### src/rtl/assert_macros.svh
// Concurrent assertion helpers for the RTL.
`ifndef ASSERT_MACROS_SVH
`define ASSERT_MACROS_SVH

`ifndef SYNTHESIS

`define ASSERT_IMPLIES(label, clk, rst, cond, prop) \
  label: assert property (@(posedge clk) disable iff (rst) (cond) |-> (prop)) \
    else $error("assertion failed");

`define ASSERT_NEXT(label, clk, rst, cond, prop) \
  label: assert property (@(posedge clk) disable iff (rst) (cond) |=> (prop)) \
    else $error("assertion failed");

`else

`define ASSERT_IMPLIES(label, clk, rst, cond, prop)

`define ASSERT_NEXT(label, clk, rst, cond, prop)

`endif

`endif

### src/rtl/rsd_ram.sv
module rsd_ram #(
  parameter int WIDTH = 8,
  parameter int DEPTH = 16,
  localparam int AW   = (DEPTH > 1) ? $clog2(DEPTH) : 1
) (
  input  logic             clk,
  input  logic             we,
  input  logic [AW-1:0]    waddr,
  input  logic [WIDTH-1:0] wdata,
  input  logic             re,
  input  logic [AW-1:0]    raddr,
  output logic [WIDTH-1:0] rdata
);

  logic [WIDTH-1:0] mem [DEPTH];

  always_ff @(posedge clk) begin
    if (we) begin
      mem[waddr] <= wdata;
    end
    if (re) begin
      rdata <= mem[raddr];
    end
  end

endmodule

### config.mk
export PLATFORM = sky130hd
export DESIGN_NAME = rsd_ram
export DESIGN_NICKNAME = d
export VERILOG_FILES = /design/src/rtl/assert_macros.svh /design/src/rtl/rsd_ram.sv
export SDC_FILE = /design/constraint.sdc
export NUM_CORES = 1
export LEC_CHECK = 0
export BUFFER_PORTS_ARGS = -buffer_cell sky130_fd_sc_hd__clkbuf_2
export CAP_MARGIN = 25
export CORE_UTILIZATION = 35
export DETAILED_ROUTE_END_ITERATION = 8
export GPL_TIMING_DRIVEN = 1
export PLACE_DENSITY = 0.58
export SYNTH_ARGS = -nofsm -noshare
export SYNTH_HDL_FRONTEND = slang
export SYNTH_SLANG_ARGS = --single-unit
### constraint.sdc
create_clock -name clk -period 1.7 [get_ports clk]
set_input_delay 0.17 -clock clk [delete_from_list [all_inputs] [get_ports clk]]
set_output_delay 0.17 -clock clk [all_outputs]
set_load 0.05 [all_outputs]
==> metrics.txt <==
# TYPE chip_impl_metric gauge
chip_impl_metric{name="slew-limit-headroom",unit="%"} 54.0
chip_impl_metric{name="postSynthNetCount",unit=""} 248
chip_impl_info{name="cp-start-kind",value="register"} 1
chip_impl_metric{name="sequentialPowerShare",unit="%"} 47.4
chip_impl_metric{name="critPathArrivalTime",unit="ps"} 1580
chip_impl_metric{name="synth_compound_gate_area_share",unit="%"} 2.30
chip_impl_metric{name="via_per_inst",unit=""} 5.07
chip_impl_metric{name="ant_nets",unit=""} 0
chip_impl_metric{name="clock_insertion_delay_worst_skew",unit="ps"} 410
chip_impl_metric{name="dieHeight",unit="µm"} 124
chip_impl_metric{name="numCtsBuffers",unit=""} 17
chip_impl_metric{name="fin_tns_setup",unit="ps"} 0
chip_impl_info{name="worstSetupEndpointType",value="register"} 1
chip_impl_metric{name="skew",unit="ps"} 5.90
chip_impl_metric{name="place.port_buffers",unit=""} 26
chip_impl_metric{name="detail_route.iter0.violations",unit=""} 153
chip_impl_metric{name="power.density_cell_area",unit="nW/µm²"} 1270
chip_impl_info{name="clockRootBuffer",value="sky130_fd_sc_hd__clkbuf_16"} 1
chip_impl_metric{name="placementRows",unit=""} 44
chip_impl_info{name="synth_area_leader_cell",value="sky130_fd_sc_hd__edfxtp_1"} 1
chip_impl_metric{name="clk_pin_slew_worst_paths",unit="ps"} 60
chip_impl_metric{name="io_pins",unit=""} 27
chip_impl_metric{name="post_cts_resize_count",unit=""} 0
chip_impl_metric{name="layout.nets",unit=""} 306
chip_impl_metric{name="slew_viol_final",unit=""} 0
chip_impl_metric{name="register_area",unit="µm²"} 4080
chip_impl_metric{name="routed_wl",unit="mm"} 9.85
chip_impl_metric{name="die-area",unit="µm²"} 15400
chip_impl_metric{name="power_frac_clock",unit="%"} 47.6
chip_impl_info{name="cell_breakdown_of_the_critical_path",value="mux4_1 > a22oi_1 > nand2_1"} 1
chip_impl_metric{name="synth_area",unit="µm²"} 5230
chip_impl_metric{name="synth_xor_xnor_area_share",unit="%"} 0
chip_impl_metric{name="holdPathStages",unit=""} 1
chip_impl_metric{name="drt_drc_violations_left",unit=""} 0
chip_impl_metric{name="max_slew.worst_pin.slew",unit="ps"} 689
chip_impl_info{name="dominant_combinational_cell_family_by_area_after_synthesis",value="multiplexers"} 1
chip_impl_metric{name="synth_simple_gate_area_share",unit="%"} 3.14
chip_impl_metric{name="largest_net_degree_at_the_start_of_global_routing",unit=""} 25
chip_impl_metric{name="synthesis.instances",unit=""} 229
chip_impl_metric{name="register_bit_total_from_synthesis",unit=""} 136
chip_impl_metric{name="layout_worst_path_cycle_share",unit="%"} 84.4
chip_impl_info{name="yosys_most_used_dff",value="sky130_fd_sc_hd__edfxtp_1"} 1
chip_impl_metric{name="comb_power_share",unit="%"} 5.0
chip_impl_metric{name="setup_viol",unit=""} 0
chip_impl_metric{name="hold_viol_final",unit=""} 0
chip_impl_metric{name="critPathRequiredTime",unit="ps"} 1850
chip_impl_metric{name="synthToLayoutAreaGrowth",unit="%"} 21.3
chip_impl_info{name="synth.most_common_cell",value="sky130_fd_sc_hd__edfxtp_1"} 1
chip_impl_metric{name="muxShareOfSynthArea",unit="%"} 14.8
chip_impl_metric{name="max_cap_violations",unit=""} 0
chip_impl_metric{name="grt_pass1_vias",unit=""} 2677
chip_impl_metric{name="place_congestion",unit=""} 0.727
chip_impl_metric{name="cell_internal_power_dissipation",unit="mW"} 6.40
chip_impl_metric{name="antenna_found_initial",unit=""} 1
chip_impl_metric{name="cts_hold_buffers",unit=""} 0
chip_impl_metric{name="post_synth_num_cell_types",unit=""} 18
chip_impl_metric{name="synth_area_per_cell",unit="µm²"} 22.8
chip_impl_metric{name="power.switching_fraction",unit="%"} 20.3
chip_impl_metric{name="grt_remaining_overflow",unit=""} 0
chip_impl_metric{name="start_util",unit="%"} 36.0
chip_impl_info{name="run_status",value="complete, no violations"} 1
chip_impl_metric{name="post_synth_fa_ha_maj_area_fraction",unit="%"} 0
chip_impl_info{name="criticalPathCategory",value="reg2reg"} 1
chip_impl_metric{name="wl_per_cell",unit="µm"} 20.3
chip_impl_metric{name="vias",unit=""} 2459
chip_impl_metric{name="yosys_warnings",unit=""} 0
chip_impl_metric{name="worst_path_maximum_fanout",unit=""} 1
chip_impl_info{name="cts_tree",value="done"} 1
chip_impl_info{name="worst_hold_path_type",value="in2reg"} 1
chip_impl_metric{name="finalCriticalPeriod",unit="ps"} 1430
chip_impl_metric{name="htree_num_levels",unit=""} 4
chip_impl_metric{name="static-leakage-power",unit="nW"} 2.15
chip_impl_info{name="setup_repair_after_global_routing_missed_its_margin",value="false"} 1
chip_impl_info{name="netlist_top_cells_area",value="sky130_fd_sc_hd__edfxtp_1, sky130_fd_sc_hd__mux4_2, sky130_fd_sc_hd__mux4_1"} 1
chip_impl_metric{name="core-area",unit="µm²"} 14500
chip_impl_metric{name="fillerInstances",unit=""} 1259
chip_impl_metric{name="place_hpwl",unit="mm"} 6.60
chip_impl_metric{name="post_route_cells_drive_above_1_share",unit="%"} 32.7
chip_impl_info{name="synth_common_cells",value="sky130_fd_sc_hd__edfxtp_1, sky130_fd_sc_hd__mux4_2, sky130_fd_sc_hd__a22oi_1"} 1
chip_impl_metric{name="clock_sinks",unit=""} 136
chip_impl_metric{name="maxClockFrequency",unit="MHz"} 697
chip_impl_metric{name="total_global_route_track_usage",unit="%"} 14.1
chip_impl_metric{name="cts-root-to-sink-buffers",unit=""} 2
chip_impl_metric{name="reg2reg_depth",unit=""} 3
chip_impl_metric{name="vdd.ir_drop.worst",unit="V"} 0.000986
chip_impl_metric{name="post_synth_edffs",unit=""} 136
chip_impl_metric{name="first_pass_grt_wire_length",unit="mm"} 15.7
chip_impl_metric{name="area_taken_by_multi_input_logic_gates",unit="µm²"} 1060
chip_impl_metric{name="drt-pass1-iter-count",unit=""} 4
chip_impl_info{name="slowest_stage",value="sky130_fd_sc_hd__mux4_1"} 1
chip_impl_metric{name="asyncSetResetFlopFracSynth",unit="%"} 0
chip_impl_metric{name="cts_setup_buffers",unit=""} 0
chip_impl_metric{name="net-switching-power",unit="mW"} 1.63
chip_impl_metric{name="yosysTopAreaCellShare",unit="%"} 78.1
chip_impl_metric{name="worst_path_largest_cell_delay",unit="ps"} 510
chip_impl_metric{name="final.hold.worst_slack",unit="ps"} 178
chip_impl_metric{name="synth_seq_area_share",unit="%"} 78.1
chip_impl_metric{name="die_width",unit="µm"} 124
-- logic make-up (layout without fill, tap and decap cells) --
| logic type | after synthesis | in the layout |
|---|---|---|
| flip-flops | 136 | 136 |
| AND/OR/NAND/NOR | 35 | 35 |
| multiplexers | 32 | 32 |
| AO/OA/AOI/OAI | 16 | 16 |
| buffers and inverters | 10 | 81 |
| other | 0 | 1 |
-- path summary, 6_finish.rpt --
path,startpoint,to,slack (ps)
min,re,rdata[3],180
max,mem[9][5],rdata[5],270
min reg2reg,mem[11][1],rdata[1],760
max reg2reg,mem[9][5],rdata[5],270
-- placed cells by master, fill, tap and decap left out --
cell type / instances
sky130_fd_sc_hd__a22oi_1: 16
sky130_fd_sc_hd__and2_1: 1
sky130_fd_sc_hd__and2b_1: 1
sky130_fd_sc_hd__buf_12: 3
sky130_fd_sc_hd__buf_4: 20
sky130_fd_sc_hd__bufinv_16: 4
sky130_fd_sc_hd__clkbuf_1: 1
sky130_fd_sc_hd__clkbuf_16: 17
sky130_fd_sc_hd__clkbuf_2: 26
sky130_fd_sc_hd__clkinv_1: 1
sky130_fd_sc_hd__clkinv_4: 6
sky130_fd_sc_hd__clkinvlp_4: 2
sky130_fd_sc_hd__diode_2: 1
sky130_fd_sc_hd__edfxtp_1: 136
sky130_fd_sc_hd__inv_6: 1
sky130_fd_sc_hd__mux4_1: 14
sky130_fd_sc_hd__mux4_2: 18
sky130_fd_sc_hd__nand2_1: 9
sky130_fd_sc_hd__nand2b_1: 2
sky130_fd_sc_hd__nand3_1: 1
sky130_fd_sc_hd__nand3b_1: 2
sky130_fd_sc_hd__nor2_1: 13
sky130_fd_sc_hd__nor2b_1: 1
sky130_fd_sc_hd__nor3_1: 4
sky130_fd_sc_hd__or3b_2: 1
-- critical path, delay by kind of cell, from the launching register on --
kind,cells,cell delay (ps)
flops,1,360
simple gates,1,100
compound gates,1,210
mux,1,510
-- registers in the layout, indices dropped and copies added (netlist names) --
register	cells
rdata	8
mem	128
-- power by group through the flow --
stage                     registers, mW  logic [mW]  clock network, mW
after floorplan                    3.92       0.191                  0
after global placement             3.87       0.406                  0
after detailed placement           3.87       0.411                  0
after CTS                          3.80       0.412               3.88
after global routing               3.81       0.438               4.01
final                              3.80       0.401               3.82
-- cell type report --
class | count | share of cell area [%]
diodes | 1 | 0.0394
clock buffers | 18 | 6.77
clock inverters | 14 | 3.16
multi-input cells | 83 | 16.7
flip-flops and latches | 136 | 64.4
well taps | 184 | 3.63
repair buffers | 49 | 5.36
-- metal layers --
| layer | routed length, µm | track usage [%] | up-vias |
|---|---|---|---|
| met5 | 0 | 0 | - |
| met4 | 76 | 3.61 | 0 |
| met3 | 631 | 6.38 | 6 |
| met2 | 4680 | 21.3 | 63 |
| met1 | 4460 | 18.4 | 1291 |
| li1 | - | - | 1099 |
-- per-stage QoR --
step                setup slack, ps  power [mW]  std cells  utilization, %  instance area (µm²)
global route                    150        8.26        484            43.6                 6340
finish                          265        8.02        485            43.6                 6340
global placement              -15.5        4.27        452            39.3                 5710
detailed placement            -29.6        4.28        452            39.3                 5710
CTS                             231        8.09        484            43.6                 6340
floorplan                      37.1        4.11        229               -                 5230
(Power assumes the default switching activity.)
